==> config.mk <==
export PLATFORM = sky130hd
export DESIGN_NAME = tdc_event_hit_decoder_top
export DESIGN_NICKNAME = d
export VERILOG_FILES = /design/src/rtl/core/tdcd_pkg.sv /design/src/rtl/core/tdcd_front.sv /design/src/rtl/core/tdcd_queue.sv /design/src/rtl/core/tdcd_back.sv /design/src/rtl/core/tdc_event_hit_decoder_top.sv
export VERILOG_INCLUDE_DIRS = /design/src /design/src/rtl/core
export SDC_FILE = /design/constraint.sdc
export NUM_CORES = 2
export LEC_CHECK = 0
export ABC_AREA = 1
export BUFFER_PORTS_ARGS = -buffer_cell sky130_fd_sc_hd__buf_2
export CELL_PAD_IN_SITES_DETAIL_PLACEMENT = 1
export CELL_PAD_IN_SITES_GLOBAL_PLACEMENT = 2
export CORE_UTILIZATION = 42
export CTS_BUF_LIST = sky130_fd_sc_hd__clkbuf_4
export DETAILED_ROUTE_END_ITERATION = 10
export GPL_TIMING_DRIVEN = 1
export PLACE_DENSITY = 0.76
export SLEW_MARGIN = 20
export SYNTH_ARGS = -nofsm -noshare
export SYNTH_HDL_FRONTEND = slang
export SYNTH_SLANG_ARGS = --single-unit
==> constraint.sdc <==
create_clock -name clock -period 15.42 [get_ports clock]
set_clock_uncertainty 0.05 [all_clocks]
set_input_delay 2.313 -clock clock [delete_from_list [all_inputs] [get_ports clock]]
set_output_delay 2.313 -clock clock [all_outputs]
set_load 0.02 [all_outputs]
==> src/rtl/core/tdc_event_hit_decoder_top_defines.svh <==
// Assertion macros shared by the TDC event hit decoder RTL.
`ifndef TDC_EVENT_HIT_DECODER_TOP_DEFINES_SVH
`define TDC_EVENT_HIT_DECODER_TOP_DEFINES_SVH
`ifndef SYNTHESIS
// property must hold at every clock edge outside reset
`define TDC_ASSERT(label, prop) \
   label: assert property (@(posedge clock) disable iff (reset) prop) \
      else $error("tdc decoder check failed");
// condition must never be seen outside reset
`define TDC_ASSERT_NEVER(label, cond) \
   label: assert property (@(posedge clock) disable iff (reset) !(cond)) \
      else $error("tdc decoder check failed");
`else
`define TDC_ASSERT(label, prop)
`define TDC_ASSERT_NEVER(label, cond)
`endif
`endif

==> src/rtl/core/tdcd_pkg.sv <==
// Types and constants of the TDC event hit decoder.
package tdcd_pkg;

   localparam int DEF_CHANNELS        = 64;
   localparam int DEF_MAX_EVENT_WORDS = 65536;

   localparam int WORD_W  = 32;
   localparam int TIME_W  = 38;
   localparam int DELTA_W = 39;

   // one coarse tick in fine units, and the wrap period of the time stamp
   localparam logic [15:0]       COARSE_UNIT = 16'd53200;
   localparam logic [TIME_W-1:0] WRAP_TIME   = 38'd223136972800;

   // queue between front and back
   localparam int QUEUE_DEPTH = 4;
   localparam int QUEUE_PTR_W = $clog2(QUEUE_DEPTH);
   localparam int QUEUE_CNT_W = $clog2(QUEUE_DEPTH + 1);

   typedef enum logic [2:0] {
      KIND_HIT       = 3'd0,
      KIND_COUNT     = 3'd1,
      KIND_SIZE      = 3'd2,
      KIND_SHORT     = 3'd3,
      KIND_NO_HEADER = 3'd4
   } kind_type;

   // hit: word_a = hit word, word_b = extension word
   // error: word_a = got value, word_b = expected value
   typedef struct packed {
      kind_type          kind;
      logic [WORD_W-1:0] word_a;
      logic [WORD_W-1:0] word_b;
   } entry_type;

   typedef struct packed {
      logic full;
      logic empty;
   } queue_status_type;

endpackage

==> src/rtl/core/tdcd_front.sv <==
// Front end: stream parser, event bookkeeping and classification into queue entries.
module tdcd_front import tdcd_pkg::*; #(
   parameter int MAX_EVENT_WORDS = DEF_MAX_EVENT_WORDS
) (
   input  logic              clock,
   input  logic              reset,
   input  logic              req_valid,
   input  logic [WORD_W-1:0] data_word,
   input  queue_status_type  status,
   output logic              push,
   output entry_type         push_entry
);

   localparam int WP_W = $clog2(MAX_EVENT_WORDS);
   localparam logic [WP_W-1:0] WP_LAST = WP_W'(MAX_EVENT_WORDS - 1);

   logic [WP_W-1:0]   wp_ff, wp_in;
   logic [13:0]       hlen_ff, hlen_in;
   logic [WORD_W-1:0] expected_ff, expected_in;
   logic              in_event_ff, in_event_in;
   logic [WORD_W-1:0] held_ff, held_in;

   logic              accept;
   logic [WP_W:0]     length;
   logic [WP_W-1:0]   wp_inc;

   assign accept = req_valid && !status.full;
   assign length = {1'b0, wp_ff} + (WP_W+1)'(1);
   assign wp_inc = wp_ff + WP_W'(1);

   // classify one accepted word
   always_comb begin
      wp_in       = wp_ff;
      hlen_in     = hlen_ff;
      expected_in = expected_ff;
      in_event_in = in_event_ff;
      held_in     = held_ff;
      push        = 1'b0;
      push_entry  = '{kind: KIND_HIT, word_a: '0, word_b: '0};

      if (accept) begin
         if (data_word[31]) begin
            // header: close the open event, then open a new one
            if (in_event_ff) begin
               if (length < (WP_W+1)'(3)) begin
                  push       = 1'b1;
                  push_entry = '{kind: KIND_SHORT, word_a: 32'(length),
                                 word_b: 32'(hlen_ff)};
               end else if (32'(length) != 32'(hlen_ff)) begin
                  push       = 1'b1;
                  push_entry = '{kind: KIND_SIZE, word_a: 32'(length),
                                 word_b: 32'(hlen_ff)};
               end
            end
            hlen_in     = data_word[15:2];
            wp_in       = '0;
            in_event_in = 1'b1;
         end else if (!in_event_ff) begin
            push       = 1'b1;
            push_entry = '{kind: KIND_NO_HEADER, word_a: data_word, word_b: '0};
         end else if (wp_ff < WP_LAST) begin
            wp_in = wp_inc;
            if (wp_inc == WP_W'(1)) begin
               // address/id word, not used
            end else if (wp_inc == WP_W'(2)) begin
               if (data_word != expected_ff) begin
                  push       = 1'b1;
                  push_entry = '{kind: KIND_COUNT, word_a: data_word,
                                 word_b: expected_ff};
               end
               expected_in = data_word + 32'd1;
            end else if (wp_inc[0]) begin
               held_in = data_word;
            end else begin
               push       = 1'b1;
               push_entry = '{kind: KIND_HIT, word_a: held_ff,
                              word_b: {16'b0, data_word[15:0]}};
            end
         end
      end
   end

   // state registers
   always_ff @(posedge clock) begin
      if (reset) begin
         wp_ff       <= '0;
         hlen_ff     <= '0;
         expected_ff <= '1;
         in_event_ff <= 1'b0;
         held_ff     <= '0;
      end else begin
         wp_ff       <= wp_in;
         hlen_ff     <= hlen_in;
         expected_ff <= expected_in;
         in_event_ff <= in_event_in;
         held_ff     <= held_in;
      end
   end

endmodule

==> src/rtl/core/tdcd_queue.sv <==
// Short queue of classified entries between front and back.
`include "tdc_event_hit_decoder_top_defines.svh"
module tdcd_queue import tdcd_pkg::*; (
   input  logic             clock,
   input  logic             reset,
   input  logic             push,
   input  entry_type        push_entry,
   input  logic             pop,
   output entry_type        head,
   output queue_status_type status
);

   entry_type              q_ff [QUEUE_DEPTH];
   logic [QUEUE_PTR_W-1:0] wr_ptr_ff, wr_ptr_in;
   logic [QUEUE_PTR_W-1:0] rd_ptr_ff, rd_ptr_in;
   logic [QUEUE_CNT_W-1:0] count_ff, count_in;

   assign head         = q_ff[rd_ptr_ff];
   assign status.full  = (count_ff == QUEUE_CNT_W'(QUEUE_DEPTH));
   assign status.empty = (count_ff == '0);

   // pointer and fill count update
   always_comb begin
      wr_ptr_in = wr_ptr_ff;
      rd_ptr_in = rd_ptr_ff;
      count_in  = count_ff;
      if (push) begin
         wr_ptr_in = (wr_ptr_ff == QUEUE_PTR_W'(QUEUE_DEPTH - 1)) ? '0
                                                                 : wr_ptr_ff + 1'b1;
      end
      if (pop) begin
         rd_ptr_in = (rd_ptr_ff == QUEUE_PTR_W'(QUEUE_DEPTH - 1)) ? '0
                                                                 : rd_ptr_ff + 1'b1;
      end
      case ({push, pop})
         2'b10:   count_in = count_ff + 1'b1;
         2'b01:   count_in = count_ff - 1'b1;
         default: count_in = count_ff;
      endcase
   end

   always_ff @(posedge clock) begin
      if (reset) begin
         wr_ptr_ff <= '0;
         rd_ptr_ff <= '0;
         count_ff  <= '0;
      end else begin
         wr_ptr_ff <= wr_ptr_in;
         rd_ptr_ff <= rd_ptr_in;
         count_ff  <= count_in;
      end
   end

   // entry storage
   always_ff @(posedge clock) begin
      if (push) begin
         q_ff[wr_ptr_ff] <= push_entry;
      end
   end

   `TDC_ASSERT_NEVER(a_no_overflow, push && !pop && status.full)
   `TDC_ASSERT_NEVER(a_no_underflow, pop && status.empty)
   `TDC_ASSERT(a_count_up, push && !pop |=> count_ff == QUEUE_CNT_W'($past(count_ff) + 1'b1))

endmodule

==> src/rtl/core/tdcd_back.sv <==
// Back end: time stamp pipeline, per-channel last-time table and result register.
`include "tdc_event_hit_decoder_top_defines.svh"
module tdcd_back import tdcd_pkg::*; #(
   parameter int CHANNELS = DEF_CHANNELS
) (
   input  logic                      clock,
   input  logic                      reset,
   input  entry_type                 head,
   input  queue_status_type          status,
   output logic                      pop,
   output logic                      rsp_valid,
   input  logic                      rsp_stall,
   output kind_type                  rsp_kind,
   output logic [3:0]                rsp_module_addr,
   output logic [5:0]                rsp_channel,
   output logic                      rsp_edge_res,
   output logic [TIME_W-1:0]         rsp_hit_time,
   output logic signed [DELTA_W-1:0] rsp_delta,
   output logic [WORD_W-1:0]         rsp_got_value,
   output logic [WORD_W-1:0]         rsp_expected_value
);

   localparam int IDX_W = (CHANNELS > 1) ? $clog2(CHANNELS) : 1;
   localparam logic signed [DELTA_W-1:0] DELTA_MIN = -39'sd12334;
   localparam logic signed [DELTA_W-1:0] DELTA_MAX = 39'sd223136985134;

   logic advance;

   // channel table
   logic [TIME_W-1:0]   tbl_mem [CHANNELS];
   logic [CHANNELS-1:0] tbl_valid_ff;
   logic                tbl_we;

   // stage 1: product and table read
   logic              s1_valid_ff;
   entry_type         s1_entry_ff;
   logic [TIME_W-1:0] s1_prod_ff, s1_prod_in;
   logic [TIME_W-1:0] s1_rd_ff;
   logic              s1_rd_v_ff;

   // stage 2: time stamp and previous time
   logic                     s2_valid_ff;
   entry_type                s2_entry_ff;
   logic [TIME_W-1:0]        s2_t_ff, s2_t_in;
   logic [TIME_W-1:0]        s2_prev_ff, s2_prev_in;
   logic [DELTA_W-1:0]       s2_prev_mw_ff, s2_prev_mw_in;
   logic                     s2_in_table_ff, s2_in_table_in;

   // output register
   logic                      out_valid_ff;
   kind_type                  out_kind_ff;
   logic [3:0]                out_mod_ff, out_mod_in;
   logic [5:0]                out_ch_ff, out_ch_in;
   logic                      out_edge_ff, out_edge_in;
   logic [TIME_W-1:0]         out_time_ff, out_time_in;
   logic signed [DELTA_W-1:0] out_delta_ff, out_delta_in;
   logic [WORD_W-1:0]         out_got_ff, out_got_in;
   logic [WORD_W-1:0]         out_exp_ff, out_exp_in;

   logic [5:0]         head_ch, s1_ch, s2_ch;
   logic [IDX_W-1:0]   head_idx, s1_idx, s2_idx;
   logic [21:0]        head_coarse;
   logic               s1_in_table, fwd;
   logic [DELTA_W-1:0] diff0, diff1;

   // whole pipeline moves when the result register is free or being taken
   assign advance = !out_valid_ff || !rsp_stall;
   assign pop     = advance && !status.empty;

   // stage 1 inputs from queue head
   assign head_ch     = head.word_a[27:22];
   assign head_idx    = head_ch[IDX_W-1:0];
   assign head_coarse = {head.word_b[15:0], head.word_a[21:16]};
   assign s1_prod_in  = TIME_W'(head_coarse) * TIME_W'(COARSE_UNIT);

   // stage 1: time add, previous-time select with forward from stage 2
   assign s1_ch       = s1_entry_ff.word_a[27:22];
   assign s1_idx      = s1_ch[IDX_W-1:0];
   assign s2_ch       = s2_entry_ff.word_a[27:22];
   assign s2_idx      = s2_ch[IDX_W-1:0];
   assign s1_in_table = (s1_entry_ff.kind == KIND_HIT) && ({1'b0, s1_ch} < 7'(CHANNELS));
   assign fwd         = s2_valid_ff && s2_in_table_ff && (s2_idx == s1_idx);
   assign tbl_we      = advance && s1_valid_ff && s1_in_table;

   always_comb begin
      s2_t_in        = s1_prod_ff + TIME_W'({s1_entry_ff.word_a[15:1], 1'b0});
      s2_in_table_in = s1_in_table;
      if (fwd) begin
         s2_prev_in = s2_t_ff;
      end else if (s1_rd_v_ff) begin
         s2_prev_in = s1_rd_ff;
      end else begin
         s2_prev_in = '0;
      end
      s2_prev_mw_in = {1'b0, s2_prev_in} - {1'b0, WRAP_TIME};
   end

   // result stage: delta with wraparound, field selection
   assign diff0 = {1'b0, s2_t_ff} - {1'b0, s2_prev_ff};
   assign diff1 = {1'b0, s2_t_ff} - s2_prev_mw_ff;

   always_comb begin
      out_mod_in   = '0;
      out_ch_in    = '0;
      out_edge_in  = 1'b0;
      out_time_in  = '0;
      out_delta_in = '0;
      out_got_in   = '0;
      out_exp_in   = '0;
      if (s2_entry_ff.kind == KIND_HIT) begin
         out_mod_in  = s2_entry_ff.word_a[31:28];
         out_ch_in   = s2_ch;
         out_edge_in = s2_entry_ff.word_a[0];
         out_time_in = s2_t_ff;
         if (s2_in_table_ff) begin
            out_delta_in = diff0[DELTA_W-1] ? $signed(diff1) : $signed(diff0);
         end
      end else begin
         out_got_in = s2_entry_ff.word_a;
         out_exp_in = s2_entry_ff.word_b;
      end
   end

   // table write and registered read
   always_ff @(posedge clock) begin
      if (tbl_we) begin
         tbl_mem[s1_idx] <= s2_t_in;
      end
      if (advance) begin
         s1_rd_ff <= tbl_mem[head_idx];
      end
   end

   // table valid bits and read qualifier
   always_ff @(posedge clock) begin
      if (reset) begin
         tbl_valid_ff <= '0;
      end else if (tbl_we) begin
         tbl_valid_ff[s1_idx] <= 1'b1;
      end
   end

   always_ff @(posedge clock) begin
      if (advance) begin
         s1_rd_v_ff <= tbl_valid_ff[head_idx];
      end
   end

   // pipeline valid flags
   always_ff @(posedge clock) begin
      if (reset) begin
         s1_valid_ff  <= 1'b0;
         s2_valid_ff  <= 1'b0;
         out_valid_ff <= 1'b0;
      end else if (advance) begin
         s1_valid_ff  <= pop;
         s2_valid_ff  <= s1_valid_ff;
         out_valid_ff <= s2_valid_ff;
      end
   end

   // pipeline payload
   always_ff @(posedge clock) begin
      if (advance) begin
         s1_entry_ff    <= head;
         s1_prod_ff     <= s1_prod_in;
         s2_entry_ff    <= s1_entry_ff;
         s2_t_ff        <= s2_t_in;
         s2_prev_ff     <= s2_prev_in;
         s2_prev_mw_ff  <= s2_prev_mw_in;
         s2_in_table_ff <= s2_in_table_in;
         out_kind_ff    <= s2_entry_ff.kind;
         out_mod_ff     <= out_mod_in;
         out_ch_ff      <= out_ch_in;
         out_edge_ff    <= out_edge_in;
         out_time_ff    <= out_time_in;
         out_delta_ff   <= out_delta_in;
         out_got_ff     <= out_got_in;
         out_exp_ff     <= out_exp_in;
      end
   end

   assign rsp_valid          = out_valid_ff;
   assign rsp_kind           = out_kind_ff;
   assign rsp_module_addr    = out_mod_ff;
   assign rsp_channel        = out_ch_ff;
   assign rsp_edge_res       = out_edge_ff;
   assign rsp_hit_time       = out_time_ff;
   assign rsp_delta          = out_delta_ff;
   assign rsp_got_value      = out_got_ff;
   assign rsp_expected_value = out_exp_ff;

   `TDC_ASSERT(a_err_fields_zero, rsp_valid && rsp_kind != KIND_HIT |-> rsp_hit_time == '0 && rsp_delta == '0 && rsp_channel == '0)
   `TDC_ASSERT(a_delta_range, rsp_valid && rsp_kind == KIND_HIT |-> rsp_delta >= DELTA_MIN && rsp_delta <= DELTA_MAX)
   `TDC_ASSERT(a_write_sets_valid, tbl_we |=> tbl_valid_ff[$past(s1_idx)])

endmodule

==> src/rtl/core/tdc_event_hit_decoder_top.sv <==
// An accepted word is classified, then registered in the queue, stage 1, stage 2 and the result register.
// Throughput: one word per cycle while req_stall is low; one table read and one table write
// per cycle while the pipeline advances, with a forward path for back-to-back hits on the same channel.
// req_stall rises only when the four-entry queue fills while results are stalled.
// Reset (synchronous, active high) clears event state, the queue, the pipeline and
// the channel table valid bits; the expected event count restarts at all ones.
module tdc_event_hit_decoder_top import tdcd_pkg::*; #(
   parameter int CHANNELS        = DEF_CHANNELS,
   parameter int MAX_EVENT_WORDS = DEF_MAX_EVENT_WORDS
) (
   input  logic                      clock,
   input  logic                      reset,
   input  logic                      req_valid,
   output logic                      req_stall,
   input  logic [WORD_W-1:0]         req_data_word,
   output logic                      rsp_valid,
   input  logic                      rsp_stall,
   output logic [2:0]                rsp_kind,
   output logic [3:0]                rsp_module_addr,
   output logic [5:0]                rsp_channel,
   output logic                      rsp_edge_res,
   output logic [TIME_W-1:0]         rsp_hit_time,
   output logic signed [DELTA_W-1:0] rsp_delta,
   output logic [WORD_W-1:0]         rsp_got_value,
   output logic [WORD_W-1:0]         rsp_expected_value
);

   queue_status_type q_status;
   logic             q_push;
   entry_type        q_push_entry;
   logic             q_pop;
   entry_type        q_head;
   kind_type         kind;

   assign req_stall = q_status.full;
   assign rsp_kind  = kind;

   // parser and classifier
   tdcd_front #(
      .MAX_EVENT_WORDS (MAX_EVENT_WORDS)
   ) u_front (
      .clock      (clock),
      .reset      (reset),
      .req_valid  (req_valid),
      .data_word  (req_data_word),
      .status     (q_status),
      .push       (q_push),
      .push_entry (q_push_entry)
   );

   // decoupling queue
   tdcd_queue u_queue (
      .clock      (clock),
      .reset      (reset),
      .push       (q_push),
      .push_entry (q_push_entry),
      .pop        (q_pop),
      .head       (q_head),
      .status     (q_status)
   );

   // time stamp and delta pipeline
   tdcd_back #(
      .CHANNELS (CHANNELS)
   ) u_back (
      .clock              (clock),
      .reset              (reset),
      .head               (q_head),
      .status             (q_status),
      .pop                (q_pop),
      .rsp_valid          (rsp_valid),
      .rsp_stall          (rsp_stall),
      .rsp_kind           (kind),
      .rsp_module_addr    (rsp_module_addr),
      .rsp_channel        (rsp_channel),
      .rsp_edge_res       (rsp_edge_res),
      .rsp_hit_time       (rsp_hit_time),
      .rsp_delta          (rsp_delta),
      .rsp_got_value      (rsp_got_value),
      .rsp_expected_value (rsp_expected_value)
   );

endmodule
==> reports/metrics.cfg <==
[clock_network]
cts.sinks=3240
clock_latency_ns=1.66
cts-root-buf=clkbuf_4
cts_hold_buf=0
cts_setup_buffers=0
tritoncts=built
cts-buffers-inserted=839
clkTransAtPathRegs_ns=0.06
cts.path.max_buffers=4
cts.htree.levels=6
post_cts_resized=0

[logic_synthesis]
synthFlopType=edfxtp_1
avgSynthCellArea_um2=12.5
syn_inst=11100
async_flop_share=0
synthMuxAreaShare=0
synth_xor_xnor_area_share=0.00861
synth_top_family_by_area=compound AO/OA/AOI/OAI gates
synth_seq_cells=3240
synthAdderAreaFrac=0.0353
synthesis.area_um2=138000
synthSimpleGateAreaFrac=0.0952
synth_compound_gate_area_share=0.127
synth_edf_count=3070
yosysWarnings=0
synth_cell_type_count=59
seq_area_frac_synth=0.691

[setup_path]
path_class=reg -> reg
worstReg2RegEnd=u_back.s1_rd_ff[20]$_DFFE_PN_
slowest_stage=inv_8
cpPeakStageDelay_ns=0.89
crit_top_cell=buf_4
r2r_cells=15
crit_path_end_kind=flop
crit_arrival_ns=9.54
cp.required_ns=16.73
cp-start-kind=flop
critPathMaxFanout=181
path_cells=clkinv_2, buf_4, nand2_1, nand3_1, nand2_8, inv_8, buf_12, buf_4, buf_4, o21ai_0, o211ai_1, o211ai_1, nand3_1, nand2_1, o21ai_1
reg2reg_slack_ns=7.19

[timing]
slew_viol_final=0
setup_violations=0
slew_headroom=0.158
fin_crit_ns=8.23
rsz0062_at_grt=false
tightestPinTransition_ns=1.26
period_share=0.534
fin_tns_setup_ns=0
fmax_mhz=122
hold_viol_final=0

[finish]
stdcell_area_um2=155000
area_delta_synth_final_pct=12.4
layout-drive-gt1-share=0.186
nets=12000
fill_cells=34300

[global_routing]
grt_pass1_vias=100000
grt_pass1_wl_mm=654
grt_max_degree=237
grt_overflow=0
grt_usage=0.265
antenna_found_initial=13

[drt]
drtIter0Drc=8347
num_vias=95600
drtPass1Iterations=6
wl_mm=449
route.detailed.drc=0
vias_per_cell=5.74
antenna_left=0
wl_per_cell_um=26.9

[hold_path]
hold_class=reg -> reg
hold_depth=0
hold_start=u_back.s1_entry_ff[19]$_DFFE_PN_
min_to=u_back.s2_entry_ff[19]$_DFFE_PN_

[placed_design]
place_congestion=0.861
dpl.hpwl_mm=256
io_buffers=188
placed_cell_area_um2=145000

[floorplanning]
placementRows=210
die_h_um=576
die_x_um=576
coreArea_um2=327000
initial_core_util=0.423
io_pins=193
die_area_um2=332000

[run]
cap_violations=0

[status]
outcome=finished clean

==> stage by stage <==
stage,utilization,instances,worst slack [ns],hold WS (ns)
detailed placement,0.442,15200,7.35,0.356
global route,0.475,16700,6.66,0.361
finish,0.475,16700,7.19,0.360
CTS,0.475,16600,7.29,0.350
floorplan,-,11100,0.591,0.350
global placement,0.442,15200,7.54,0.355
==> per-layer routing <==
layer,wire length [µm],global-route usage,vias up
li1,-,-,42100
met1,188000,0.352,49100
met2,213000,0.438,3549
met3,30400,0.0415,813
met4,17700,0.107,8
met5,56,0,-
==> placed cells by master (no fill, tap or decap), drive strengths merged, types with 4 or more instances in the layout <==
cell type / count
a21oi: 248
nor4: 10
a31oi: 40
o21a: 5
nand3b: 4
a22oi: 16
nand2: 751
a32oi: 10
o211ai: 844
nand4: 35
dfxtp: 170
nor3b: 13
clkinv: 176
o311ai: 36
nor3: 46
edfxtp: 3070
o21ai: 1273
nor2: 1413
o22ai: 372
a21boi: 5
clkbuf: 1260
o21bai: 12
xnor2: 56
or2: 388
a21o: 9
conb: 4
buf: 388
o32ai: 6
inv: 847
fa: 127
o221ai: 11
clkinvlp: 8
ha: 187
a211oi: 4
bufinv: 10
xor2: 80
nand3: 359
diode: 13
==> flip-flops by register name, summed over array words and instances (netlist names), 12 cells and up, named ones only <==
name,flops
u_back.s1_rd_ff,37
u_front.wp_ff,16
u_back.rsp_hit_time,37
u_back.s1_prod_ff,34
u_front.hlen_ff,14
u_front.held_ff,31
u_back.rsp_delta,38
u_front.expected_ff,32
u_back.tbl_mem,2368
u_back.rsp_expected_value,32
u_back.s2_prev_mw_ff,38
u_back.s1_entry_ff,58
u_back.s2_t_ff,37
u_back.rsp_got_value,31
u_back.tbl_valid_ff,64
u_queue.q_ff,264
u_back.s2_entry_ff,57
u_back.s2_prev_ff,12
==> how the worst max path moves through the flow <==
stage	from	to	slack, ns	cells after the start
2_1_floorplan	rsp_stall	u_back.tbl_mem[16][10]$_DFFE_PP_	0.59	5
3_3_place_gp	flop	u_back.s1_prod_ff[34]$_DFFE_PN_	7.54	24
3_5_place_dp	flop	u_back.s1_rd_ff[19]$_DFFE_PN_	7.35	16
4_1_cts	flop	u_back.s1_rd_ff[14]$_DFFE_PN_	7.29	16
5_1_grt	flop	u_back.s1_rd_ff[19]$_DFFE_PN_	6.66	16
6_report	flop	u_back.s1_rd_ff[20]$_DFFE_PN_	7.19	15
==> synth_stat cells (all sizes together), types with 2 or more instances <==
cell type,instances,area [µm²]
inv,818,3070
a211oi,4,30.0
o221ai,11,96.3
clkinv,2,7.51
nor3b,13,97.6
xnor2,56,490
a21oi,248,1260
buf,250,1280
o211ai,844,6340
o31ai,3,22.5
nand3,359,1830
o21a,5,37.5
or2,388,2430
nand3b,4,30.0
fa,127,2540
clkbuf,421,1580
nor2,1413,5370
a22oi,16,120
dfxtp,170,3400
a21o,9,67.6
o2111ai,2,17.5
o311ai,36,315
a31oi,40,250
o21bai,12,90.1
xor2,80,701
nand2,751,2870
o22ai,372,2330
nor4,10,62.6
nand4,35,219
o21ai,1273,6380
nor3,46,252
ha,187,2340
edfxtp,3070,92200
a32oi,10,95.1
o32ai,6,52.6
a21boi,5,37.5
==> final cells by class <==
type	instances	area, µm²	share of cell area
diodes	13	32.5	0.000209
clock buffers	1260	9460	0.0608
clock inverters	221	1420	0.00913
inverters	820	3120	0.0200
multi-input cells	6374	37900	0.244
flip-flops and latches	3240	95600	0.615
well taps	4346	5440	0.0350
repair buffers	388	2520	0.0162
==> kinds of logic (layout without fill, tap and decap cells) <==
| group | after synthesis | count (layout) |
|---|---|---|
| and+or+nand+nor | 3021 | 3021 |
| buffers and inverters | 1491 | 2689 |
| xor gates and xnor gates | 136 | 136 |
| AOI/OAI and AO/OA | 2899 | 2899 |
| DFF | 3240 | 3240 |
| adders and majority gates | 314 | 314 |
| other | 1 | 17 |
==> critical path: cells and delay by family (launching register included) <==
family	cells	cell delay [ns]
buf+inv	6	4.63
simple gates	5	1.21
compound gates	4	0.80
flops	1	0.56
Power is left out: the tool's default activity adds up to more than one toggle a clock period on the data nets, which glitch-free logic cannot reach.
